File: src/rtl/core/gmd_pkg.sv
// ----------------------------------------------------------------------------
// gmd_pkg
// Shared widths, codes, types and the sensitivity threshold table of the
// gyro motion detector.
// ----------------------------------------------------------------------------
package gmd_pkg;

   localparam int RAW_W   = 16;
   localparam int COMP_W  = 27;
   localparam int OUT_W   = 26;
   localparam int BIAS_W  = 34;
   localparam int PROD_W  = 38;
   localparam int SQ_W    = 53;
   localparam int SUM_W   = 54;
   localparam int ROOT_W  = 27;
   localparam int REM_W   = 28;
   localparam int CNT_W   = 5;
   localparam int TIME_W  = 32;
   localparam int CONF_W  = 22;
   localparam int IVL_W   = 16;
   localparam int LVL_W   = 3;
   localparam int THR_W   = 19;
   localparam int AVG_W   = 26;
   localparam int NLANES  = 3;
   localparam int CSR_IDX_W  = 2;
   localparam int CSR_DATA_W = 22;

   localparam logic signed [10:0] ALPHA_Q16 = 11'sd655;

   localparam logic [LVL_W-1:0]  LEVEL_RST    = 3'd3;
   localparam logic [IVL_W-1:0]  INTERVAL_RST = 16'd40;
   localparam logic [CONF_W-1:0] MCONF_RST    = 22'd2000;
   localparam logic [CONF_W-1:0] ICONF_RST    = 22'd30000;

   typedef enum logic [CSR_IDX_W-1:0] {
      CSR_LEVEL    = 2'd0,
      CSR_INTERVAL = 2'd1,
      CSR_MCONF    = 2'd2,
      CSR_ICONF    = 2'd3
   } csr_index_type;

   typedef enum logic [2:0] {
      ST_IDLE,
      ST_CHECK,
      ST_COMP,
      ST_SQUARE,
      ST_SUM,
      ST_ROOT,
      ST_UPDATE,
      ST_FINISH
   } state_type;

   typedef struct packed {
      logic seed;
      logic comp_en;
      logic sq_en;
      logic bias_en;
   } lane_ctrl_type;

   typedef struct packed {
      logic take;     // sample passed the interval check
      logic sum_en;
      logic update;
   } merge_ctrl_type;

   typedef struct packed {
      logic [AVG_W-1:0]  avg;
      logic              moving;
      logic              stationary;
      logic [CONF_W-1:0] remaining;
      logic [TIME_W-1:0] last_motion;
   } det_state_type;

   function automatic logic [THR_W-1:0] threshold(input logic [LVL_W-1:0] level);
      logic [THR_W-1:0] thr;
      unique case (level)
         3'd1:    thr = 19'd58514;
         3'd2:    thr = 19'd117029;
         3'd4:    thr = 19'd292571;
         3'd5:    thr = 19'd438857;
         default: thr = 19'd175543;
      endcase
      return thr;
   endfunction

endpackage

File: src/rtl/core/gmd_lane.sv
// ----------------------------------------------------------------------------
// gmd_lane
// One axis: holds the Q18.16 bias, forms the compensated rate, its square
// and the adapted bias.
// ----------------------------------------------------------------------------
module gmd_lane import gmd_pkg::*; (
   input  logic                     clock,
   input  logic                     reset,
   input  lane_ctrl_type            ctrl,
   input  logic signed [RAW_W-1:0]  raw,
   output logic signed [COMP_W-1:0] comp,
   output logic [SQ_W-1:0]          sq
);
   logic signed [BIAS_W-1:0]   bias_ff, bias_in;
   logic signed [COMP_W-1:0]   comp_ff, comp_in;
   logic [SQ_W-1:0]            sq_ff;
   logic signed [PROD_W-1:0]   prod_ff;
   logic signed [2*COMP_W-1:0] sq_full;
   logic signed [PROD_W-1:0]   prod_full;
   logic signed [COMP_W-1:0]   raw_q8;
   logic signed [COMP_W-1:0]   bias_q8;
   logic signed [BIAS_W-1:0]   step;

   assign raw_q8  = {{(COMP_W-RAW_W-8){raw[RAW_W-1]}}, raw, 8'd0};
   assign bias_q8 = {bias_ff[BIAS_W-1], bias_ff[BIAS_W-1:8]};
   assign comp_in = raw_q8 - bias_q8;

   assign sq_full   = comp_ff * comp_ff;
   assign prod_full = PROD_W'(comp_ff * ALPHA_Q16);
   // floor divide by 256, then sign-extend into the bias width
   assign step      = {{(BIAS_W-PROD_W+8){prod_ff[PROD_W-1]}}, prod_ff[PROD_W-1:8]};

   always_comb begin
      bias_in = bias_ff;
      if (ctrl.seed) begin
         bias_in = {{(BIAS_W-RAW_W-16){raw[RAW_W-1]}}, raw, 16'd0};
      end else if (ctrl.bias_en) begin
         bias_in = bias_ff + step;
      end
   end

   always_ff @(posedge clock) begin
      if (reset) begin
         bias_ff <= '0;
      end else begin
         bias_ff <= bias_in;
      end
   end

   always_ff @(posedge clock) begin
      if (ctrl.comp_en) begin
         comp_ff <= comp_in;
      end
      if (ctrl.sq_en) begin
         sq_ff   <= sq_full[SQ_W-1:0];
         prod_ff <= prod_full;
      end
   end

   assign comp = comp_ff;
   assign sq   = sq_ff;
endmodule

File: config.mk
export PLATFORM = sky130hd
export DESIGN_NAME = gmd_lane
export DESIGN_NICKNAME = d
export VERILOG_FILES = /design/src/rtl/core/gmd_pkg.sv /design/src/rtl/core/gmd_lane.sv
export SDC_FILE = /design/constraint.sdc
export NUM_CORES = 2
export LEC_CHECK = 0
export BUFFER_PORTS_ARGS = -buffer_cell sky130_fd_sc_hd__buf_2
export CORE_UTILIZATION = 65
export CTS_BUF_LIST = sky130_fd_sc_hd__clkbuf_8
export CTS_CLUSTER_DIAMETER = 60
export DETAILED_ROUTE_END_ITERATION = 6
export PLACE_DENSITY = 0.83
export RECOVER_POWER = 25
export SYNTH_ARGS = -nofsm -noshare
export SYNTH_HDL_FRONTEND = slang
export SYNTH_SLANG_ARGS = --single-unit
export TNS_END_PERCENT = 1
File: constraint.sdc
create_clock -name clock -period 10.4 [get_ports clock]
set_input_delay 1.56 -clock clock [delete_from_list [all_inputs] [get_ports clock]]
set_output_delay 1.56 -clock clock [all_outputs]
set_load 0.005 [all_outputs]
==> metrics.md <==
| Metric | Value |
|---|---|
| Seq/Total Area, Yosys | `0.110` |
| Number of global-route vias before repair | `28081` |
| Async SR Flop Fraction | `0` |
| Final setup viols | `0` |
| FMAX | `115 MHz` |
| Synth Instances | `3717` |
| Delay-heaviest family, CP | `adder cells` |
| Global-route wire length before repair | `141 mm` |
| Largest net degree at the start of global routing | `43` |
| Number of synthesized flops with an enable pin | `109` |
| CTS buffer count | `17` |
| Final wirelength | `85.2 mm` |
| Synth unique cells | `79` |
| Post-Syn Area per Cell | `9.68 um2` |
| Final hold vios | `0` |
| Hold crit path type | `reg2reg` |
| Vias after detailed routing | `25038` |
| Starting DRT DRC Count | `1770` |
| RSZ-0062 raised after global routing | `false` |
| Die width | `237 um` |
| I/O pins | `102` |
| Clock transition at path regs | `0.09 ns` |
| Initial DRT Pass Iterations | `6` |
| Synthesized area | `0.0360 mm2` |
| CTS sink cnt | `143` |
| Port Buf Inserts | `100` |
| Required time of the critical path | `10.73 ns` |
| Synth area leaders | `fa_1 44%, ha_1 13%, inv_1 12%` |
| Clock Latency Late Sink | `0.60 ns` |
| Max-cap viol count | `3` |
| ANT nets after route | `0` |
| Post-CTS sizing | `0` |
| NumNets Final | `4956` |
| Setup crit end kind | `register` |
| Fraction of layout cells with a size suffix above 1 | `0.0509` |
| CP max-delay cell | `o41ai_1` |
| Fill count | `3966` |
| Top-count cell post-synth | `inv_1` |
| Fin worst setup slack | `1.71 ns` |
| Final Cycle Share | `0.836` |
| Worst Clk Skew | `0.0353 ns` |
| Failing checks | `max-capacitance violations, max-slew violations` |
| ANT cells | `0` |
| CP Max Fanout | `17` |
| Max-Slew Margin vs Limit | `-0.721` |
| Top FF cell, synth | `edfxtp_1` |
| Slowest cell delay on critical path | `1.02 ns` |
| Critical path buffers and inverters | `7` |
| Post-DP HPWL | `71.6 mm` |
| Die H | `237 um` |
| Slew Viols, Final | `108` |
| Ys Warns | `0` |
| Initial antenna violation count | `0` |
| Postcts setup bufs | `0` |
| GP Congestion | `0.971` |
| Kind of critical path | `reg2reg` |
| Core outline area | `0.0542 mm2` |
| CTS tree | `yes` |
| Status | `finished with violations` |
| Worst EP arrival | `9.03 ns` |
| CTS hold repair buffers | `0` |
| Post-place setup slack | `1.94 ns` |
| GRT Resource Usage Total | `0.328` |
| Final min period | `8.69 ns` |
| Final setup TNS | `0 ns` |
| Htree depth | `4` |
| Synthesized Nets | `4892` |
| Top cell type's share of synthesized area | `0.439` |
| Startpoint Class | `register` |
| Die Footprint | `0.0563 mm2` |
| Worst Tran Pin Value | `2.58 ns` |
| GR Overflow Total | `0` |
| Synth Register Bits | `143` |
| Remaining DRCs | `0` |
| FP Rows | `85` |
| Top post-synthesis cells by count | `1116 x inv_1, 790 x fa_1, 363 x ha_1` |
| Clock Root Buffer | `clkbuf_8` |
| Area leader, netlist | `fa_1` |
| Area grow syn2layout | `4.60%` |
| Post-DR wirelength/cell | `19.0 um` |
| Initial Util | `0.664` |
| Vias/cell | `5.58` |
| Clock buffer depth | `2` |
[through the flow]
stage          std cells  utilization  hold WS, ns  area (um2)
2_1_floorplan       3717            -        0.445       36000
3_3_place_gp        4458        0.687        0.460       37300
3_5_place_dp        4458        0.687        0.460       37300
4_1_cts             4490        0.695        0.474       37700
5_1_grt             4490        0.694        0.512       37600
6_report            4490        0.694        0.476       37600
[routing by layer]
layer | vias to the layer above | share of wire | GRT usage
met5 | - | 0 | 0
met1 | 12499 | 0.37 | 0.393
met4 | 0 | 0.059 | 0.180
met2 | 947 | 0.50 | 0.559
met3 | 315 | 0.072 | 0.0620
li1 | 11277 | - | -
[flip-flops by register name, summed over array words and instances, names as in the netlist]
register / cells
bias_ff: 34
comp: 27
prod_ff: 30
sq: 52
[path summary, 6_finish.rpt]
path | from | to | slack (ns) | depth (start not counted)
setup / recovery | comp[1]$_DFFE_PP_ | sq[52]$_DFFE_PP_ | 1.71 | 25
hold / removal | bias_ff[4]$_SDFFE_PP0P_ | bias_ff[4]$_SDFFE_PP0P_ | 0.48 | 2
setup reg to reg | comp[1]$_DFFE_PP_ | sq[52]$_DFFE_PP_ | 1.71 | 25
hold reg to reg | bias_ff[4]$_SDFFE_PP0P_ | bias_ff[4]$_SDFFE_PP0P_ | 0.48 | 2
[worst min-delay path: stages (launching register included)]
cell and delay (ns):
dfxtp_1 0.32, nand2_1 0.06, a21oi_1 0.05
[cells by family after synthesis]
family                   share of synthesized area
buffers and inverters                        0.127
other                                     0.000104
flip-flops                                   0.110
multiplexers                               0.00514
adder cells (fa/ha/maj)                      0.566
AO/OA/AOI/OAI                               0.0777
AND/OR/NAND/NOR                             0.0785
XOR/XNOR                                    0.0365
[layout make-up]
type / instances / area, um2 / area share
multi-input cells: 2362 / 27500 / 0.730
inverters: 1121 / 4210 / 0.112
flip-flops and latches: 143 / 3950 / 0.105
well taps: 696 / 871 / 0.0231
repair buffers: 136 / 758 / 0.0201
clock buffers: 17 / 234 / 0.00621
clock inverters: 15 / 153 / 0.00405
[cells in the final DEF (no fill, tap or decap), types with 13 or more instances in the layout]
master,netlist,layout
inv_1,1116,1117
nor2b_1,13,13
dfxtp_1,34,34
nand2_1,252,252
buf_4,3,34
mux2i_1,17,17
o21bai_1,19,19
xnor2_1,94,94
buf_2,1,96
nand4_1,16,16
nor2_1,161,161
and2_1,92,92
edfxtp_1,109,109
ha_1,363,363
o21ai_0,46,46
clkbuf_8,0,17
xor2_1,56,56
o21ai_1,19,19
nand3_1,17,17
a31oi_1,13,13
fa_1,790,790
o21a_1,21,21
a21o_1,69,69
nand2b_1,14,14
nor3_1,22,22
a21oi_1,140,140
Power is left out: the tool's default activity adds up to more than one toggle a clock period on the data nets, which glitch-free logic cannot reach.
