===== src/rtl/core/gmd_pkg.sv =====
// ----------------------------------------------------------------------------
// gmd_pkg
// Shared widths, codes, types and the sensitivity threshold table of the
// gyro motion detector.
// ----------------------------------------------------------------------------
package gmd_pkg;

   localparam int RAW_W   = 16;
   localparam int COMP_W  = 27;
   localparam int OUT_W   = 26;
   localparam int BIAS_W  = 34;
   localparam int PROD_W  = 38;
   localparam int SQ_W    = 53;
   localparam int SUM_W   = 54;
   localparam int ROOT_W  = 27;
   localparam int REM_W   = 28;
   localparam int CNT_W   = 5;
   localparam int TIME_W  = 32;
   localparam int CONF_W  = 22;
   localparam int IVL_W   = 16;
   localparam int LVL_W   = 3;
   localparam int THR_W   = 19;
   localparam int AVG_W   = 26;
   localparam int NLANES  = 3;
   localparam int CSR_IDX_W  = 2;
   localparam int CSR_DATA_W = 22;

   localparam logic signed [10:0] ALPHA_Q16 = 11'sd655;

   localparam logic [LVL_W-1:0]  LEVEL_RST    = 3'd3;
   localparam logic [IVL_W-1:0]  INTERVAL_RST = 16'd40;
   localparam logic [CONF_W-1:0] MCONF_RST    = 22'd2000;
   localparam logic [CONF_W-1:0] ICONF_RST    = 22'd30000;

   typedef enum logic [CSR_IDX_W-1:0] {
      CSR_LEVEL    = 2'd0,
      CSR_INTERVAL = 2'd1,
      CSR_MCONF    = 2'd2,
      CSR_ICONF    = 2'd3
   } csr_index_type;

   typedef enum logic [2:0] {
      ST_IDLE,
      ST_CHECK,
      ST_COMP,
      ST_SQUARE,
      ST_SUM,
      ST_ROOT,
      ST_UPDATE,
      ST_FINISH
   } state_type;

   typedef struct packed {
      logic seed;
      logic comp_en;
      logic sq_en;
      logic bias_en;
   } lane_ctrl_type;

   typedef struct packed {
      logic take;     // sample passed the interval check
      logic sum_en;
      logic update;
   } merge_ctrl_type;

   typedef struct packed {
      logic [AVG_W-1:0]  avg;
      logic              moving;
      logic              stationary;
      logic [CONF_W-1:0] remaining;
      logic [TIME_W-1:0] last_motion;
   } det_state_type;

   function automatic logic [THR_W-1:0] threshold(input logic [LVL_W-1:0] level);
      logic [THR_W-1:0] thr;
      unique case (level)
         3'd1:    thr = 19'd58514;
         3'd2:    thr = 19'd117029;
         3'd4:    thr = 19'd292571;
         3'd5:    thr = 19'd438857;
         default: thr = 19'd175543;
      endcase
      return thr;
   endfunction

endpackage


===== src/rtl/core/gmd_isqrt.sv =====
// ----------------------------------------------------------------------------
// gmd_isqrt
// Floor square root, one result bit per cycle (restoring, two radicand bits
// a step).
// ----------------------------------------------------------------------------
module gmd_isqrt import gmd_pkg::*; (
   input  logic              clock,
   input  logic              reset,
   input  logic              start,
   input  logic [SUM_W-1:0]  value,
   output logic              done,
   output logic [ROOT_W-1:0] root
);
   logic [SUM_W-1:0]  val_ff;
   logic [REM_W-1:0]  rem_ff;
   logic [ROOT_W-1:0] root_ff;
   logic [CNT_W-1:0]  cnt_ff, cnt_in;
   logic              done_ff, done_in;
   logic [REM_W+1:0]  rem_sh;
   logic [REM_W+1:0]  trial;
   logic              fit;

   assign rem_sh = {rem_ff, val_ff[SUM_W-1 -: 2]};
   assign trial  = {1'b0, root_ff, 2'b01};
   assign fit    = rem_sh >= trial;

   always_comb begin
      cnt_in  = cnt_ff;
      done_in = 1'b0;
      if (start) begin
         cnt_in = CNT_W'(ROOT_W);
      end else if (cnt_ff != '0) begin
         cnt_in  = cnt_ff - 1'b1;
         done_in = (cnt_ff == CNT_W'(1));
      end
   end

   always_ff @(posedge clock) begin
      if (reset) begin
         cnt_ff  <= '0;
         done_ff <= 1'b0;
      end else begin
         cnt_ff  <= cnt_in;
         done_ff <= done_in;
      end
   end

   always_ff @(posedge clock) begin
      if (start) begin
         val_ff  <= value;
         rem_ff  <= '0;
         root_ff <= '0;
      end else if (cnt_ff != '0) begin
         val_ff  <= {val_ff[SUM_W-3:0], 2'b00};
         rem_ff  <= fit ? REM_W'(rem_sh - trial) : rem_sh[REM_W-1:0];
         root_ff <= {root_ff[ROOT_W-2:0], fit};
      end
   end

   assign done = done_ff;
   assign root = root_ff;
endmodule


===== config.mk =====
export PLATFORM = sky130hd
export DESIGN_NAME = gmd_isqrt
export DESIGN_NICKNAME = d
export VERILOG_FILES = /design/src/rtl/core/gmd_pkg.sv /design/src/rtl/core/gmd_isqrt.sv
export SDC_FILE = /design/constraint.sdc
export NUM_CORES = 1
export LEC_CHECK = 0
export ABC_AREA = 1
export BUFFER_PORTS_ARGS = -buffer_cell sky130_fd_sc_hd__buf_4
export CAP_MARGIN = 20
export CORE_UTILIZATION = 61
export CTS_BUF_LIST = sky130_fd_sc_hd__clkbuf_8
export CTS_CLUSTER_DIAMETER = 120
export CTS_CLUSTER_SIZE = 25
export DETAILED_ROUTE_END_ITERATION = 7
export PLACE_DENSITY_LB_ADDON = 0.25
export SYNTH_ARGS = -nofsm -noshare
export SYNTH_HDL_FRONTEND = slang
export SYNTH_SLANG_ARGS = --single-unit

===== constraint.sdc =====
create_clock -name clock -period 4.2 [get_ports clock]
set_input_delay 0 -clock clock [delete_from_list [all_inputs] [get_ports clock]]
set_output_delay 0 -clock clock [all_outputs]
set_load 0.01 [all_outputs]

==> flow_results.org <==
** CTS
- CTS tree :: done
- Worst-skew pair later-pin latency :: between 400 and 500 ps
- Number of clock sinks seen by CTS :: approximately 120
- Total number of H-tree levels :: 4
- Root buffer selected by CTS :: clkbuf_8
- Once the clock tree was built, the resizer swapped 0 gates to a different size.
- After clock tree synthesis, the clock-pin slew on the worst setup and hold paths is 90 ps.
- Clock buffer count from CTS :: 17
- No sink is reached through more buffers than the 2 on the longest clock path.

** Min path
- HP Class :: input pin to flop

** Detailed routing
- Router iterations before antenna repair :: 5
- In the routed design, unresolved DRC markers number 0.
- After detailed routing, the total wire length is between 15000 and 20000 um.
- After detailed routing, the average wire length per cell comes to 15.2 um.
- Via Count :: between 6000 and 7000
- Antenna-violating nets left :: 0
- Vias/cell :: approximately 5.3
- The first routing iteration left roughly 430 violations.

** Power and ir drop
- PnR Total Power :: 5.79 mW
- Across the VDD grid, the largest voltage drop is about 560 uV.
- Dividing total power by cell area gives a power density of about 670 nW/um2.
- For this design the static power due to leakage is approximately 4.6 nW.

** Timing
- Adding up every negative setup slack in the final design gives 0 ps.
- Relative slew slack :: approximately 30%
- Worst hold margin :: approximately 150 ps
- Final Hold Viols :: 0
- Setup repair after global routing left no endpoint under its margin.
- Fmax :: around 370 MHz
- Final setup fails :: 0
- Slew of the pin with the lowest slew margin :: ~1100 ps
- The clock arrives with ~24 ps of skew.
- Max-slew violations :: 0
- Final worst path period share :: about 64%
- Counting I/O delays and the setup requirement, the final critical path takes roughly 2700 ps.

** Floorplanning
- Std-Cell Core Area :: 11000 um2
- Number of placement rows :: 38
- Effective utilization at floorplan :: around 63%
- Die height :: around 110 um
- Die footprint :: approximately 12000 um2
- Horizontal die dimension :: between 100 and 150 um
- Pin placement for this block handled 85 I/O pins.

** Final layout
- From synthesis to final layout, the design area changed by 23.4%.
- The library cell used most frequently in the layout, excluding fill and tap cells, is nand2_1.
- In the final layout, the share of cells above drive strength 1 is about an eighth.
- Final standard cell utilization of the core :: about four fifths
- Number of nets at the end of the flow :: approximately 1200
- 0 antenna diodes ended up in the layout.
- In the layout the commonest cells are 465 x nand2_1, 148 x inv_1, 88 x buf_4.

** Placed design
- DP HPWL :: around 11000 um
- Count of input and output buffers :: 84
- Weighted congestion at the end of routability-driven global placement :: between 0.9 and 1

** GRT
- The number of global-route vias before repair is roughly 7000.
- After global routing the overflow that remains totals 0.
- Number of antenna violations at the first check in global routing :: 0
- The first global-routing pass estimated ~32000 um of wire.
- Global routing used between 30% and 40% of the available tracks.
- Largest net degree at the start of global routing :: between 50 and 60

** Setup path
- CP Class :: flop to flop
- Startpoint kind of the worst setup timing path :: flop
- For the worst setup path, the data required time is 4340 ps.
- Critical path capture point type :: flop
- Peak fanout along the critical path :: between 40 and 50
- Worst endpoint data arrival time :: about 2800 ps

** Yosys
- After technology mapping, the gate count stands at 1000.
- After synthesis the netlist holds a flip-flop and latch count of roughly 120.
- Sequential cells were found to cover between 40% and 50% of the synthesized design area.
- The cell area that synthesis handed to floorplanning was roughly 6900 um2.
- Async set-or-reset flop fraction in the synthesized netlist :: 0%
- Syn avg cell area :: around 7 um2
- Counting every net in the synthesized netlist gives 1089.
- Yosys mapped a number of flops with a built-in enable equal to 54.
- Yosys warning total :: 0
- After synthesis, the netlist uses 32 different library cells.
- Predominant post-synthesis flop cell :: dfxtp_1

** Run
- Max-cap violations in this run came to 0.

** Status
- The run finished with clean final reports.
-- kinds of logic after synthesis --
logic type | count (synthesis) | synth area share, %
simple gates | 607 | 36.6
compound gates | 52 | 4.41
buf+inv | 180 | 10.5
xor+xnor | 14 | 1.77
fa+ha+maj | 32 | 5.77
flops | 115 | 40.9
-- stage by stage --
step,instance area [um2],setup slack (ps),cells
2_1_floorplan,6940,1110,1000
3_3_place_gp,7620,1610,1199
3_5_place_dp,7620,1540,1199
4_1_cts,8570,1510,1286
5_1_grt,8570,1240,1286
6_report,8570,1500,1286
-- worst max-delay path: stages, from the launching register on --
cell and delay [ps]:
dfxtp_1 400, inv_1 140, ha_1 220, nand3_1 200
nor2_2 40, buf_4 260, inv_2 680, buf_4 410
-- power by group --
group | switching (mW) | internal (mW)
clock network | 0.508 | 0.576
logic | 2.07 | 1.13
registers | 0.119 | 1.39
total | 2.70 | 3.09
-- sequential cells by signal, indices dropped and copies added (netlist names) --
| register | flops |
|---|---|
| val_ff | 54 |
| done | 1 |
| cnt_ff | 5 |
| rem_ff | 28 |
| root | 27 |
-- cells in the mapped netlist (3+ instances only) --
| cell | instances | area, um2 |
|---|---|---|
| nor2_2 | 8 | 50.1 |
| clkbuf_1 | 14 | 52.6 |
| buf_6 | 6 | 67.6 |
| nand3b_1 | 25 | 188 |
| xnor2_1 | 13 | 114 |
| nand2_1 | 465 | 1750 |
| dfxtp_1 | 61 | 1220 |
| nand2_2 | 5 | 31.3 |
| nor3_1 | 6 | 30.0 |
| nand3_2 | 3 | 30.0 |
| inv_2 | 3 | 11.3 |
| nand3_1 | 53 | 265 |
| o22ai_1 | 26 | 163 |
| nand4_1 | 10 | 62.6 |
| buf_1 | 3 | 11.3 |
| a21oi_1 | 14 | 70.1 |
| o21ai_0 | 6 | 30.0 |
| nor2_1 | 28 | 105 |
| edfxtp_1 | 54 | 1620 |
| inv_1 | 147 | 552 |
| ha_1 | 32 | 400 |
| buf_2 | 5 | 25.0 |
-- worst paths after layout --
kind	from	to	slack, ps	cells past startpoint
hold reg to reg	rem_ff[14]$_SDFFE_PP0P_	rem_ff[14]$_SDFFE_PP0P_	480	2
setup reg to reg	cnt_ff[0]$_SDFFE_PP0P_	val_ff[52]$_DFFE_PP_	1500	7
hold / removal	start	val_ff[46]$_DFFE_PP_	150	3
setup / recovery	cnt_ff[0]$_SDFFE_PP0P_	val_ff[52]$_DFFE_PP_	1500	7
-- layer usage --
metal  part of all wire (%)  track usage (%)  up-vias
li1                       -                -     3396
met1                     39             38.0     3007
met2                     49             62.6      294
met3                    6.7             9.80       83
met4                    5.1             23.3        0
met5                      0                0        -
-- area by class of cell --
| class | count | area (um2) |
|---|---|---|
| Fill cell | 770 | 2410 |
| Inverter | 151 | 567 |
| Multi-Input combinational cell | 705 | 3370 |
| Timing Repair Buffer | 143 | 1210 |
| Clock buffer | 20 | 275 |
| Clock inverter | 12 | 128 |
| Sequential cell | 115 | 2840 |
| Tap cell | 140 | 175 |
-- timing repair --
action                    CTS  global route
hold buffers               55             0
hold endpoints to repair   60             0
buffers inserted            0             0
(Power assumes the default switching activity.)
