**config.mk**
```make
export PLATFORM = sky130hd
export DESIGN_NAME = gmd_merge
export DESIGN_NICKNAME = d
export VERILOG_FILES = /design/src/rtl/core/gmd_pkg.sv /design/src/rtl/core/gmd_merge.sv
export SDC_FILE = /design/constraint.sdc
export NUM_CORES = 1
export LEC_CHECK = 0
export ABC_CLOCK_PERIOD_IN_PS = 6400
export BUFFER_PORTS_ARGS = -buffer_cell sky130_fd_sc_hd__clkbuf_2
export CELL_PAD_IN_SITES_DETAIL_PLACEMENT = 0
export CELL_PAD_IN_SITES_GLOBAL_PLACEMENT = 1
export CORE_ASPECT_RATIO = 1.5
export CORE_UTILIZATION = 40
export CTS_CLUSTER_DIAMETER = 150
export CTS_CLUSTER_SIZE = 16
export DETAILED_ROUTE_END_ITERATION = 10
export PLACE_DENSITY = 0.86
export SLEW_MARGIN = 20
export SYNTH_ARGS = -nofsm -noshare
export SYNTH_HDL_FRONTEND = slang
export SYNTH_SLANG_ARGS = --single-unit
```
**constraint.sdc**
```tcl
create_clock -name clock -period 6.4 [get_ports clock]
set_clock_uncertainty 0.1 [all_clocks]
set_input_delay 0.32 -clock clock [delete_from_list [all_inputs] [get_ports clock]]
set_output_delay 0.32 -clock clock [all_outputs]
set_load 0.01 [all_outputs]
```
**src/rtl/core/gmd_pkg.sv**
```systemverilog
// ----------------------------------------------------------------------------
// gmd_pkg
// Shared widths, codes, types and the sensitivity threshold table of the
// gyro motion detector.
// ----------------------------------------------------------------------------
package gmd_pkg;

   localparam int RAW_W   = 16;
   localparam int COMP_W  = 27;
   localparam int OUT_W   = 26;
   localparam int BIAS_W  = 34;
   localparam int PROD_W  = 38;
   localparam int SQ_W    = 53;
   localparam int SUM_W   = 54;
   localparam int ROOT_W  = 27;
   localparam int REM_W   = 28;
   localparam int CNT_W   = 5;
   localparam int TIME_W  = 32;
   localparam int CONF_W  = 22;
   localparam int IVL_W   = 16;
   localparam int LVL_W   = 3;
   localparam int THR_W   = 19;
   localparam int AVG_W   = 26;
   localparam int NLANES  = 3;
   localparam int CSR_IDX_W  = 2;
   localparam int CSR_DATA_W = 22;

   localparam logic signed [10:0] ALPHA_Q16 = 11'sd655;

   localparam logic [LVL_W-1:0]  LEVEL_RST    = 3'd3;
   localparam logic [IVL_W-1:0]  INTERVAL_RST = 16'd40;
   localparam logic [CONF_W-1:0] MCONF_RST    = 22'd2000;
   localparam logic [CONF_W-1:0] ICONF_RST    = 22'd30000;

   typedef enum logic [CSR_IDX_W-1:0] {
      CSR_LEVEL    = 2'd0,
      CSR_INTERVAL = 2'd1,
      CSR_MCONF    = 2'd2,
      CSR_ICONF    = 2'd3
   } csr_index_type;

   typedef enum logic [2:0] {
      ST_IDLE,
      ST_CHECK,
      ST_COMP,
      ST_SQUARE,
      ST_SUM,
      ST_ROOT,
      ST_UPDATE,
      ST_FINISH
   } state_type;

   typedef struct packed {
      logic seed;
      logic comp_en;
      logic sq_en;
      logic bias_en;
   } lane_ctrl_type;

   typedef struct packed {
      logic take;     // sample passed the interval check
      logic sum_en;
      logic update;
   } merge_ctrl_type;

   typedef struct packed {
      logic [AVG_W-1:0]  avg;
      logic              moving;
      logic              stationary;
      logic [CONF_W-1:0] remaining;
      logic [TIME_W-1:0] last_motion;
   } det_state_type;

   function automatic logic [THR_W-1:0] threshold(input logic [LVL_W-1:0] level);
      logic [THR_W-1:0] thr;
      unique case (level)
         3'd1:    thr = 19'd58514;
         3'd2:    thr = 19'd117029;
         3'd4:    thr = 19'd292571;
         3'd5:    thr = 19'd438857;
         default: thr = 19'd175543;
      endcase
      return thr;
   endfunction

endpackage

```
**src/rtl/core/gmd_merge.sv**
```systemverilog
// ----------------------------------------------------------------------------
// gmd_merge
// Combines the lane squares, smooths the magnitude and runs the
// movement / stationary decision.
// ----------------------------------------------------------------------------
module gmd_merge import gmd_pkg::*; (
   input  logic              clock,
   input  logic              reset,
   input  merge_ctrl_type    ctrl,
   input  logic [TIME_W-1:0] now,
   input  logic [SQ_W-1:0]   sq_x,
   input  logic [SQ_W-1:0]   sq_y,
   input  logic [SQ_W-1:0]   sq_z,
   input  logic [ROOT_W-1:0] mag,
   input  logic [LVL_W-1:0]  level,
   input  logic [IVL_W-1:0]  interval,
   input  logic [CONF_W-1:0] mconf,
   input  logic [CONF_W-1:0] iconf,
   output logic              skip,
   output logic              need_seed,
   output logic              bias_adapt,
   output logic [SUM_W-1:0]  sum,
   output det_state_type     det
);
   logic [SUM_W-1:0]  sum_ff;
   logic              bias_ready_ff, bias_ready_in;
   logic [TIME_W-1:0] last_time_ff, last_time_in;
   logic              last_valid_ff, last_valid_in;
   logic [AVG_W-1:0]  avg_ff, avg_in;
   logic              moving_ff, moving_in;
   logic              stat_ff, stat_in;
   logic [TIME_W-1:0] above_ff, above_in;
   logic              above_valid_ff, above_valid_in;
   logic [TIME_W-1:0] calm_ff, calm_in;
   logic              calm_valid_ff, calm_valid_in;
   logic [TIME_W-1:0] motion_ff, motion_in;

   logic [THR_W-1:0]  thr;
   logic [AVG_W+2:0]  avg_acc;
   logic [AVG_W+3:0]  avg10;
   logic [THR_W+2:0]  thr7;
   logic [TIME_W-1:0] above_t, calm_t, el;

   assign thr        = threshold(level);
   assign skip       = last_valid_ff && ((now - last_time_ff) < TIME_W'(interval));
   assign need_seed  = !bias_ready_ff;
   assign bias_adapt = !moving_ff && ({1'b0, mag, 1'b0} < (ROOT_W+2)'(thr));
   assign avg_acc    = (AVG_W+3)'({avg_ff, 1'b0}) + (AVG_W+3)'(avg_ff) + (AVG_W+3)'(mag);
   assign avg10      = (AVG_W+4)'({avg_in, 3'b000}) + (AVG_W+4)'({avg_in, 1'b0});
   assign thr7       = (THR_W+3)'({thr, 3'b000}) - (THR_W+3)'(thr);

   always_comb begin
      bias_ready_in  = bias_ready_ff;
      last_time_in   = last_time_ff;
      last_valid_in  = last_valid_ff;
      avg_in         = avg_ff;
      moving_in      = moving_ff;
      stat_in        = stat_ff;
      above_in       = above_ff;
      above_valid_in = above_valid_ff;
      calm_in        = calm_ff;
      calm_valid_in  = calm_valid_ff;
      motion_in      = motion_ff;
      above_t        = now;
      calm_t         = now;
      if (ctrl.take) begin
         last_time_in  = now;
         last_valid_in = 1'b1;
         if (!bias_ready_ff) begin
            bias_ready_in  = 1'b1;
            moving_in      = 1'b0;
            stat_in        = 1'b0;
            motion_in      = now;
            calm_in        = now;
            calm_valid_in  = 1'b1;
            above_valid_in = 1'b0;
         end
      end else if (ctrl.update) begin
         avg_in  = avg_acc[AVG_W+1:2];
         above_t = above_valid_ff ? above_ff : now;
         calm_t  = calm_valid_ff ? calm_ff : now;
         if ((THR_W+7)'(avg_in) >= (THR_W+7)'(thr)) begin
            above_in       = above_t;
            above_valid_in = 1'b1;
            if (stat_ff || ((now - above_t) >= TIME_W'(mconf))) begin
               moving_in     = 1'b1;
               stat_in       = 1'b0;
               motion_in     = now;
               calm_valid_in = 1'b0;
            end
         end else if (moving_ff ? (avg10 <= (AVG_W+4)'(thr7)) : !stat_ff) begin
            // calm: start or continue the stationary count
            above_valid_in = 1'b0;
            calm_in        = calm_t;
            calm_valid_in  = 1'b1;
            if ((now - calm_t) >= TIME_W'(iconf)) begin
               moving_in = 1'b0;
               stat_in   = 1'b1;
            end
         end else if (!moving_ff) begin
            above_valid_in = 1'b0;
         end
      end
   end

   always_ff @(posedge clock) begin
      if (reset) begin
         bias_ready_ff  <= 1'b0;
         last_time_ff   <= '0;
         last_valid_ff  <= 1'b0;
         avg_ff         <= '0;
         moving_ff      <= 1'b0;
         stat_ff        <= 1'b0;
         above_ff       <= '0;
         above_valid_ff <= 1'b0;
         calm_ff        <= '0;
         calm_valid_ff  <= 1'b0;
         motion_ff      <= '0;
      end else begin
         bias_ready_ff  <= bias_ready_in;
         last_time_ff   <= last_time_in;
         last_valid_ff  <= last_valid_in;
         avg_ff         <= avg_in;
         moving_ff      <= moving_in;
         stat_ff        <= stat_in;
         above_ff       <= above_in;
         above_valid_ff <= above_valid_in;
         calm_ff        <= calm_in;
         calm_valid_ff  <= calm_valid_in;
         motion_ff      <= motion_in;
      end
   end

   always_ff @(posedge clock) begin
      if (ctrl.sum_en) begin
         sum_ff <= SUM_W'(sq_x) + SUM_W'(sq_y) + SUM_W'(sq_z);
      end
   end

   assign el = now - calm_ff;

   always_comb begin
      det.avg         = avg_ff;
      det.moving      = moving_ff;
      det.stationary  = stat_ff;
      det.last_motion = motion_ff;
      if (stat_ff || !calm_valid_ff || (el >= TIME_W'(iconf))) begin
         det.remaining = '0;
      end else begin
         det.remaining = iconf - el[CONF_W-1:0];
      end
   end

   assign sum = sum_ff;
endmodule

```
==> run_results.csv, run 1 <==
group,metric,value,unit
outcome,outcome,"complete, but fails checks",
outcome,failed_checks,"setup timing",
setup_path,crit_type,"reg2reg",
synth,synth-xor-area-share,6.45,%
sta,worstMarginPinSlew,835,ps
synth,synthTopCellsByArea,"ha_1 18%, dfxtp_1 12%, fa_1 6.6%, mux2i_1 6.5%, edfxtp_1 6.1%",
routing,vias_per_cell,5.53,
synth,synth.distinct_cells,100,
pwr,power.switching,0.00424,W
floorplanning,die_w,212,um
sta,period_share,110,%
pwr,power_frac_comb,70.0,%
pwr,pwr-share-seq,18.7,%
routing,drc,0,
pwr,p_int,0.00525,W
layout,fill_cells,6452,
routing,first_iter_violations,1234,
job,cap_viol_max_count,0,
floorplanning,die-area,67200,sq um
setup_path,crit_family,"compound AO/OA/AOI/OAI gates",
routing,first_pass_iters,5,
min_path,holdCritPathClass,"in2reg",
synth,synthAdderAreaFrac,25.1,%
layout,drive_above_1_share,23.2,%
grt,grt_first_pass_wirelength,141000,um
sta,report.final.slew_viol_count,0,
grt,grt_max_degree,72,
synth,synth_compound_area_share,22.4,%
setup_path,critical_path.max_fanout,6,
floorplanning,initial_utilization,40.4,%
layout,final_cell_mix,"419 x clkbuf_2, 379 x ha_1, 292 x buf_4, 259 x nor2_1, 249 x inv_1",
synth,ys.flop_type,"dfxtp_1",
setup_path,endpoint_kind,"flop",
placement,pre_cts_ws,-939,ps
setup_path,r2r_cells,32,
clocking,htreeDepth,1,
floorplanning,ios,425,
sta,rsz0062_at_grt,"yes",
synth,synthMuxAreaShare,6.68,%
sta,slew_headroom,42.9,%
synth,yosys.area_share.simple,16.2,%
synth,yosysSeqAreaShare,18.2,%
routing,finalWirelength,93000,um
synth,synth_edf_count,54,
sta,fmax,143,MHz
clocking,clockBufferDepth,3,
grt,grt_pass1_vias,26501,
clocking,clk_pin_slew,100,ps
placement,place_area,31700,sq um
setup_path,slowest_stage,"fa_1",
sta,finalSetupViolCount,36,
layout,stdcell_area,32700,sq um
synth,synth.top_cell.area_share,18.4,%
setup_path,slowest_delay,590,ps
grt,grt-ovfl-total,0,
placement,gp_routability_congestion,0.966,
floorplanning,core,65500,sq um
floorplanning,fp-row-count,115,
synth,syn_inst,3168,
clocking,cts_tree,"yes",
setup_path,path_buf_inv,2,
synth,synthArstFlopShare,0,%
synth,yosys_warnings,0,
grt,track_usage,27.2,%
sta,fin_ws,-616,ps
pwr,leakage,15.9,nW
setup_path,worst_ep_arrival_time,7320,ps
synth,synth_area_per_cell,8.35,sq um
routing,vias,26091,
clocking,cts_root_buf,"clkbuf_16",
setup_path,critPathRequiredTime,6700,ps
synth,ys_seq_elements,213,
sta,hold_viol_final,0,
clocking,cts_sinks,213,
placement,place_hpwl,77500,um
sta,fin_crit,7020,ps
routing,antenna_left,0,
grt,antenna_found_initial,11,
pwr,p_sw_share,44.7,%
clocking,clock_latency,530,ps
layout,final_common_cell,"clkbuf_2",
setup_path,critical_path.startpoint_type,"flop",
placement,io_buffers,424,
min_path,whs_path_depth,3,
pwr,clkPwrFrac,11.3,%
floorplanning,dieHeight,317,um
pwr,ir_drop,0.177,mV
clocking,cts_buffers,17,
synth,synth_largest_area_cell,"ha_1",
pwr,p_per_area,290,nW/um^2
synth,synth_top_family_by_area,"adder cells",
layout,syn2layout_area_growth,23.6,%
layout,fin_nets,4594,
setup_path,path_depth,32,
routing,post_drt_wl_per_cell,19.7,um
synth,synth_nets,3931,
synth,synth_area,26500,sq um
-- metrics by stage --
stage | std cells | total power (W) | hold WS [ps] | setup TNS, ps | utilization [%]
after CTS | 4707 | 0.00940 | 25.5 | -21550 | 49.5
after detailed placement | 4665 | 0.00819 | 369 | -37030 | 48.4
after global placement | 4665 | 0.00813 | 359 | -30530 | 48.4
after floorplan | 3168 | 0.00578 | 332 | -4330 | -
after global routing | 4719 | 0.0102 | 61.9 | -34580 | 50.0
final | 4721 | 0.00950 | 37.0 | -21160 | 50.0
-- worst reg2reg max path, delay by kind of cell (launching register included) --
kind,cells,cell delay (ps)
flip-flops,1,370
XOR/XNOR,2,360
adder cells (fa/ha/maj),4,1370
multiplexers,1,110
AO/OA/AOI/OAI,15,3100
buffers and inverters,2,380
AND/OR/NAND/NOR,8,1080
-- power groups by stage --
stage	Clock, W	Combinational [W]	Sequential (W)
after floorplan	0	0.00394	0.00184
after global placement	0	0.00633	0.00180
after detailed placement	0	0.00639	0.00181
after CTS	0.00109	0.00653	0.00178
after global routing	0.00113	0.00732	0.00180
final	0.00107	0.00665	0.00178
-- cell families (layout without fill, tap and decap cells) --
| family | after synthesis | after routing |
|---|---|---|
| AOI/OAI and AO/OA | 871 | 871 |
| and+or+nand+nor | 896 | 896 |
| buffers and inverters | 338 | 1008 |
| DFF | 213 | 213 |
| muxes | 176 | 176 |
| other | 1 | 7 |
| xor gates and xnor gates | 195 | 195 |
| adders and majority gates | 478 | 478 |
-- path summary, 6_finish.rpt --
path,startpoint,to,slack (ps)
worst min-delay path,now[0],motion_ff[0]$_SDFFE_PP0P_,40
worst min register to register,calm_ff[31]$_SDFFE_PP0P_,calm_ff[31]$_SDFFE_PP0P_,380
worst max register to register,avg_ff[6]$_SDFF_PP0_,calm_ff[15]$_SDFFE_PP0P_,-620
worst max-delay path,avg_ff[6]$_SDFF_PP0_,calm_ff[15]$_SDFFE_PP0P_,-620
-- final cells by class --
class                           instances  area [sq um]  share of cell area [%]
Multi-Input combinational cell       2617         20800                    63.6
Sequential cell                       213          4830                    14.8
Timing Repair Buffer                  729          4530                    13.8
Tap cell                              877          1100                    3.35
Inverter                              253           950                    2.90
Clock buffer                           23           448                    1.37
Clock inverter                          3          23.8                  0.0727
Antenna cell                            6          15.0                  0.0459
-- cells in the mapped netlist, types with 10 or more instances --
cell type  count
nand4_1       35
o211ai_1      17
xnor2_1      133
nor2_1       260
a21o_1       147
o31ai_1       12
mux2i_1      172
inv_1        252
a211o_1       10
a31oi_1       22
o21a_1        42
fa_1          87
o2111ai_1     13
nor2b_1       38
clkbuf_1      64
and2_1        36
a21boi_0      16
nor3b_1       11
edfxtp_1      54
nor4_1        16
nand3_1       64
ha_1         390
or3_1         11
o21ai_0      140
nand2b_1      43
and3_1        28
dfxtp_1      159
nor3_1        65
a21oi_1      223
o21bai_1      28
xor2_1        62
nand2_1      241
a221o_1       11
a211oi_1      69
-- state kept, by name, summed over array words and instances (netlist names) --
signal	count
calm_valid_ff	1
calm_ff	32
stat_ff	1
last_valid_ff	1
avg_ff	26
moving_ff	1
above_valid_ff	1
above_ff	32
motion_ff	32
last_time_ff	32
sum	54
-- routing by layer --
metal | GRT usage (%) | vias up | share of wire (%)
met2 | 52.5 | 804 | 53
met4 | 18.2 | 12 | 7.2
li1 | - | 12821 | -
met1 | 25.3 | 12183 | 34
met3 | 5.59 | 271 | 6.2
met5 | 0 | - | 0.087
-- timing repair --
item | in CTS | in global routing
gates resized for setup | 32 | 54
gates cloned | 4 | 0
hold buffers | 1 | 0
endpoints found under the setup margin | 92 | 123
setup buffers | 12 | 8
hold endpoints to repair | 1 | 0
pin swaps | 21 | 25
Note: power is estimated with default switching activity, not from simulation.
==> inputs of run 2 (changes only) <==
--- a/config.mk
+++ b/config.mk
@@ -14,6 +14,7 @@
 export CTS_CLUSTER_DIAMETER = 150
 export CTS_CLUSTER_SIZE = 16
 export DETAILED_ROUTE_END_ITERATION = 10
+export GPL_TIMING_DRIVEN = 0
 export PLACE_DENSITY = 0.86
 export SLEW_MARGIN = 20
 export SYNTH_ARGS = -nofsm -noshare
==> run 2 against run 1 <==
  * The flow still finishes with violations (setup timing)
  * Cell area is 4.3% lower
  * Routed wire length decreased by 3.4%
  * Flip-flop and latch count unchanged
  * Register-to-register slack worse by 590 ps
  * Clock-buffer cell count down 1
  * Sequential power hardly changed
==> run_results.csv, run 2 (synthesis results as in run 1) <==
group,metric,value,unit
layout,final_common_cell,"clkbuf_2",
grt,grt-ovfl-total,0,
clocking,clock_latency,530,ps
clocking,clk_pin_slew,80,ps
setup_path,worst_ep_arrival_time,7920,ps
floorplanning,initial_utilization,40.4,%
sta,finalSetupTns,-41740,ps
layout,multi_input_area,21000,sq um
routing,vias,25384,
layout,fill_cells,6584,
sta,rsz0062_at_grt,"yes",
floorplanning,ios,425,
floorplanning,core,65500,sq um
placement,place_hpwl,74300,um
pwr,leakage,14.9,nW
setup_path,critical_path.startpoint_type,"flop",
sta,fmax,132,MHz
grt,track_usage,26.0,%
placement,io_buffers,422,
min_path,holdCritPathClass,"in2reg",
clocking,cts_buffers,17,
setup_path,endpoint_kind,"flop",
grt,grt_max_degree,39,
setup_path,slowest_delay,470,ps
setup_path,crit_top_cell,"a21o_1",
placement,pre_cts_ws,-2180,ps
sta,worstMarginPinSlew,1000,ps
grt,grt_pass1_vias,25475,
clocking,cts_sinks,213,
pwr,p_per_area,280,nW/um^2
placement,gp_routability_congestion,0.964,
routing,vias_per_cell,5.59,
sta,finalSetupViolCount,36,
floorplanning,die-area,67200,sq um
job,cap_viol_max_count,0,
routing,drc,0,
sta,period_share,119,%
sta,report.final.slew_viol_count,0,
setup_path,slowest_stage,"fa_1",
layout,drive_above_1_share,18.3,%
grt,antenna_found_initial,11,
sta,fin_ws,-1200,ps
setup_path,critPathRequiredTime,6720,ps
sta,hold_viol_final,0,
floorplanning,fp-row-count,115,
layout,largest_reg_flops,54,
grt,grt_first_pass_wirelength,136000,um
setup_path,critical_path.max_fanout,6,
routing,finalWirelength,89800,um
sta,fin_crit,7600,ps
routing,post_drt_wl_per_cell,19.8,um
routing,first_pass_iters,7,
clocking,cts_root_buf,"clkbuf_16",
floorplanning,die_w,212,um
clocking,cts_tree,"yes",
layout,fin_nets,4414,
routing,first_iter_violations,1223,
floorplanning,dieHeight,317,um
layout,final_util,47.8,%
outcome,failed_checks,"setup timing",
setup_path,crit_type,"reg2reg",
clocking,htreeDepth,1,
layout,final_cell_mix,"423 x clkbuf_2, 378 x ha_1, 256 x nor2_1, 249 x inv_1, 236 x nand2_1",
routing,antenna_left,0,
pwr,ir_drop,0.164,mV
layout,syn2layout_area_growth,18.3,%
clocking,clockBufferDepth,3,
layout,seq_area,4840,sq um
sta,slew_headroom,32.2,%
outcome,outcome,"complete, but fails checks",
-- run 2: cell types whose count changed in the layout (fill, tap and decap cells not counted), sizes merged --
cell / delta
buf: -240
clkbuf: +59
clkinv: +1
diode: -2
-- run 2: stage by stage --
stage | instances | cell area [sq um] | hold slack, ps | total power [W]
2_1_floorplan | 3168 | 26700 | 332 | 0.00578
3_3_place_gp | 4467 | 29900 | 357 | 0.00726
3_5_place_dp | 4468 | 29900 | 366 | 0.00731
4_1_cts | 4517 | 30900 | 94.4 | 0.00860
5_1_grt | 4537 | 31300 | 119 | 0.00945
6_report | 4539 | 31300 | 107 | 0.00877
-- run 2: final cells by class --
class                      instances  area share (%)
antenna                            4          0.0320
inverter                         253            3.03
sequential                       213            15.4
buffer                            83            1.35
clock inverter                     4          0.0799
timing repair buffer             466            8.19
multi-input combinational       2617            66.9
clock buffer                      22            1.42
tap                              877            3.50
-- run 2: path summary, 6_finish.rpt --
check	end	start	depth (start not counted)	slack (ps)
setup / recovery	calm_ff[7]$_SDFFE_PP0P_	avg_ff[10]$_SDFF_PP0_	30	-1200
hold / removal	calm_ff[14]$_SDFFE_PP0P_	now[14]	3	110
setup reg to reg	calm_ff[7]$_SDFFE_PP0P_	avg_ff[10]$_SDFF_PP0_	30	-1200
hold reg to reg	calm_ff[10]$_SDFFE_PP0P_	calm_ff[10]$_SDFFE_PP0P_	2	380
-- run 2: timing repair --
item | CTS | global route
gates resized for setup | 73 | 68
pin swaps | 33 | 59
cloned | 3 | 1
buffers inserted | 21 | 17
setup endpoints to repair | 122 | 122
hold buffers | 1 | 0
endpoints found under the hold margin | 3 | 0
-- run 2: power breakdown --
group / internal, W / total, W / switching (W)
registers: 0.00164 / 0.00180 / 0.000160
logic: 0.00248 / 0.00590 / 0.00343
clock network: 0.000495 / 0.00107 / 0.000574
total: 0.00461 / 0.00877 / 0.00416
-- run 2: critical path: cells and delay by family, from the launching register on --
kind / cells / cell delay (ps)
AO/OA/AOI/OAI: 16 / 3560
adder cells (fa/ha/maj): 4 / 1540
AND/OR/NAND/NOR: 5 / 970
multiplexers: 2 / 440
flip-flops: 1 / 400
buffers and inverters: 2 / 310
XOR/XNOR: 1 / 150
-- run 2: per-layer routing --
metal	wire (um)	global-route usage, %	vias to the layer above	share of wire [%]
li1	-	-	12433	-
met1	31700	24.9	11853	35
met2	46400	49.9	816	52
met3	6120	6.48	266	6.8
met4	5480	15.1	16	6.1
met5	107	0	-	0.12
==> inputs of run 3 (changes only) <==
--- a/config.mk
+++ b/config.mk
@@ -5,12 +5,13 @@
 export SDC_FILE = /design/constraint.sdc
 export NUM_CORES = 1
 export LEC_CHECK = 0
+export ABC_AREA = 1
 export ABC_CLOCK_PERIOD_IN_PS = 6400
 export BUFFER_PORTS_ARGS = -buffer_cell sky130_fd_sc_hd__clkbuf_2
 export CELL_PAD_IN_SITES_DETAIL_PLACEMENT = 0
-export CELL_PAD_IN_SITES_GLOBAL_PLACEMENT = 1
+export CELL_PAD_IN_SITES_GLOBAL_PLACEMENT = 2
 export CORE_ASPECT_RATIO = 1.5
-export CORE_UTILIZATION = 40
+export CORE_UTILIZATION = 30
 export CTS_CLUSTER_DIAMETER = 150
 export CTS_CLUSTER_SIZE = 16
 export DETAILED_ROUTE_END_ITERATION = 10
==> run 3 against run 2 <==
  * The flow now finishes without violations
  * Clock power about the same
  * Sequential share of layout area is 0.32 points lower
  * Critical endpoint is now calm_ff[13]$_SDFFE_PP0P_
  * Via count rose by 3.2%
  * Fmax rose by 24%
  * First-iteration DRC count shrank 27%
  * Critical path type unchanged
  * Non-clock buffer count did not move
  * Total power is 7.4% lower
  * Cell area increased by 2.4%
==> run_results.csv, run 3 <==
group,metric,value,unit
pwr,p_total,0.00812,W
placement,io_buffers,424,
sta,finalSetupTns,0,ps
sta,finalSetupViolCount,0,
synth,synthArstFlopShare,0,%
sta,period_share,95.9,%
min_path,whs_path_depth,3,
setup_path,rrSetupSlack,260,ps
synth,synth.top_cell.area_share,18.5,%
synth,ys.flop_type,"dfxtp_1",
clocking,clock_latency,520,ps
sta,fmax,163,MHz
grt,antenna_found_initial,13,
synth,synthTopCellsByArea,"ha_1 19%, dfxtp_1 12%, nand2_1 10%, a21oi_1 7.8%, inv_1 7.3%",
clocking,cts_tree,"yes",
outcome,outcome,"finished, final reports clean",
layout,syn2layout_area_growth,21.8,%
sta,fin_crit,6140,ps
grt,grt_max_degree,32,
synth,synth_nets,4509,
placement,placedCellCount,5310,
sta,rsz0062_at_grt,"yes",
routing,drc,0,
pwr,clkPwrFrac,13.2,%
job,cap_viol_max_count,0,
routing,first_pass_iters,5,
synth,ys_seq_elements,213,
pwr,power.switching,0.00386,W
routing,vias_per_cell,4.86,
routing,antenna_left,0,
setup_path,endpoint_kind,"flop",
pwr,ir_drop,0.157,mV
clocking,cts_buffers,17,
placement,place_hpwl,84400,um
floorplanning,core,86700,sq um
layout,final_cell_mix,"667 x nand2_1, 503 x inv_1, 425 x clkbuf_2, 391 x a21oi_1, 364 x ha_1",
clocking,cts_root_buf,"clkbuf_16",
grt,grt_first_pass_wirelength,147000,um
setup_path,critPathRequiredTime,6700,ps
clocking,cts_sinks,213,
pwr,leakage,15.4,nW
layout,largest_reg_flops,54,
pwr,power_frac_comb,65.2,%
routing,vias,26187,
synth,synth-xor-area-share,7.18,%
synth,yosysMostFrequentCell,"nand2_1",
pwr,pwr-share-seq,21.6,%
grt,grt-ovfl-total,0,
synth,synth.distinct_cells,65,
synth,yosys_warnings,0,
grt,track_usage,21.4,%
floorplanning,ios,425,
clocking,clk_pin_slew,80,ps
floorplanning,die_w,244,um
layout,fill_cells,9511,
synth,synth_edf_count,54,
setup_path,timing.rr.end,"calm_ff[13]$_SDFFE_PP0P_",
floorplanning,dieHeight,365,um
routing,post_drt_wl_per_cell,18.2,um
layout,layout.cells.non_filler,5392,
setup_path,crit_top_cell,"nand2_2",
layout,final_common_cell,"nand2_1",
synth,synthAdderAreaFrac,25.1,%
clocking,htreeDepth,1,
synth,yosys-top-cells-count,"710 x nand2_1, 512 x inv_1, 410 x a21oi_1",
min_path,hold-path-endpoint,"last_time_ff[31]$_SDFFE_PP0P_",
synth,yosys.area_share.simple,20.9,%
setup_path,worst_ep_arrival_time,6440,ps
setup_path,critical_path.startpoint_type,"flop",
floorplanning,fp-row-count,132,
synth,synth_area,26300,sq um
sta,hold_viol_final,0,
layout,drive_above_1_share,18.3,%
synth,synth_compound_area_share,18.7,%
synth,synth_top_family_by_area,"adder cells",
pwr,p_int,0.00425,W
synth,yosysSeqAreaShare,18.2,%
synth,synthMuxAreaShare,1.14,%
sta,worstMarginPinSlew,1070,ps
synth,synth_area_per_cell,7.03,sq um
sta,hold_ws,63.2,ps
setup_path,crit_type,"reg2reg",
placement,gp_routability_congestion,0.912,
min_path,hold_start,"now[31]",
setup_path,slowest_stage,"fa_1",
pwr,p_per_area,253,nW/um^2
floorplanning,initial_utilization,30.4,%
routing,first_iter_violations,889,
pwr,p_sw_share,47.6,%
grt,grt_pass1_vias,26766,
min_path,holdCritPathClass,"in2reg",
setup_path,critical_path.max_fanout,10,
routing,finalWirelength,98000,um
sta,slew_headroom,26.6,%
synth,syn_inst,3746,
layout,fin_nets,5008,
setup_path,r2r_cells,39,
floorplanning,die-area,89000,sq um
clocking,clockBufferDepth,3,
synth,synth_largest_area_cell,"ha_1",
sta,report.final.slew_viol_count,0,
setup_path,slowest_delay,520,ps
setup_path,timing.rr.start,"avg_ff[2]$_SDFF_PP0_",
run 3: changes by cell type after synthesis, sizes merged, moves of 36 or more:
cell,before,now
a21o,147,17
a21oi,224,413
nand2b,43,0
o21ai,146,294
nor2b,38,0
xnor2,133,92
mux2i,172,30
nand3,64,114
xor2,62,124
nor2,261,360
nand2,241,722
inv,253,520
and2,37,1
run 3: through the flow:
stage          instance area (sq um)  utilization [%]  setup WS, ps
5_1_grt                        32100             37.0          -109
3_3_place_gp                   29900             34.5         -1310
6_report                       32100             37.0           263
2_1_floorplan                  26300                -           621
3_5_place_dp                   29900             34.5         -1350
4_1_cts                        31000             35.8          5.83
run 3: cell type report:
cell class,count,area [sq um],area share (%)
Antenna cell,3,7.51,0.0234
Timing Repair Buffer,480,2660,8.30
Clock inverter,2,12.5,0.0390
Sequential cell,213,4850,15.1
Tap cell,1139,1430,4.44
Multi-Input combinational cell,2944,20300,63.4
Clock buffer,22,454,1.42
Buffer,69,365,1.14
Inverter,520,1960,6.12
run 3: routing by layer:
layer  GRT usage [%]  vias up  wire length (um)
li1                -    13585                 -
met3            3.34      161              4050
met1            21.4    11835             36700
met4            8.27       18              4470
met5               0        -               111
met2            43.1      588             52700
run 3: worst max path at each step:
stage	start	to	cells past startpoint
after floorplan	avg_ff[1]$_SDFF_PP0_	calm_ff[10]$_SDFFE_PP0P_	39
after global placement	ctrl[0]	calm_ff[3]$_SDFFE_PP0P_	40
after detailed placement	ctrl[0]	calm_ff[4]$_SDFFE_PP0P_	40
after CTS	avg_ff[3]$_SDFF_PP0_	calm_ff[1]$_SDFFE_PP0P_	40
after global routing	avg_ff[10]$_SDFF_PP0_	calm_ff[10]$_SDFFE_PP0P_	38
final	avg_ff[2]$_SDFF_PP0_	calm_ff[13]$_SDFFE_PP0P_	39
run 3: worst max-delay path: cells and delay by family, from the launching register on:
| kind | cells | cell delay (ps) |
|---|---|---|
| and+or+nand+nor | 21 | 1860 |
| AOI/OAI and AO/OA | 8 | 1390 |
| xor gates and xnor gates | 2 | 340 |
| buffers and inverters | 4 | 490 |
| DFF | 1 | 370 |
| adders and majority gates | 4 | 1420 |
run 3: what timing repair did:
action	in CTS	in global routing
cloned	0	5
resized for setup	126	170
endpoints found under the hold margin	2	0
setup endpoints to repair	90	80
buffers inserted	10	39
hold buffers	1	0
pin swaps	18	122
run 3: cells by family (layout without fill, tap and decap cells):
group,after synthesis,count (layout)
compound gates,886,886
other cells,1,4
flops,213,213
mux,30,30
simple gates,1334,1334
fa+ha+maj,477,477
buf+inv,589,1093
xor+xnor,216,216
run 3: power by group through the flow:
| stage | clock, W | combinational, W | sequential (W) |
|---|---|---|---|
| CTS | 0.00111 | 0.00496 | 0.00175 |
| global placement | 0 | 0.00464 | 0.00177 |
| global route | 0.00115 | 0.00593 | 0.00177 |
| floorplan | 0 | 0.00319 | 0.00182 |
| detailed placement | 0 | 0.00466 | 0.00178 |
| finish | 0.00107 | 0.00529 | 0.00175 |
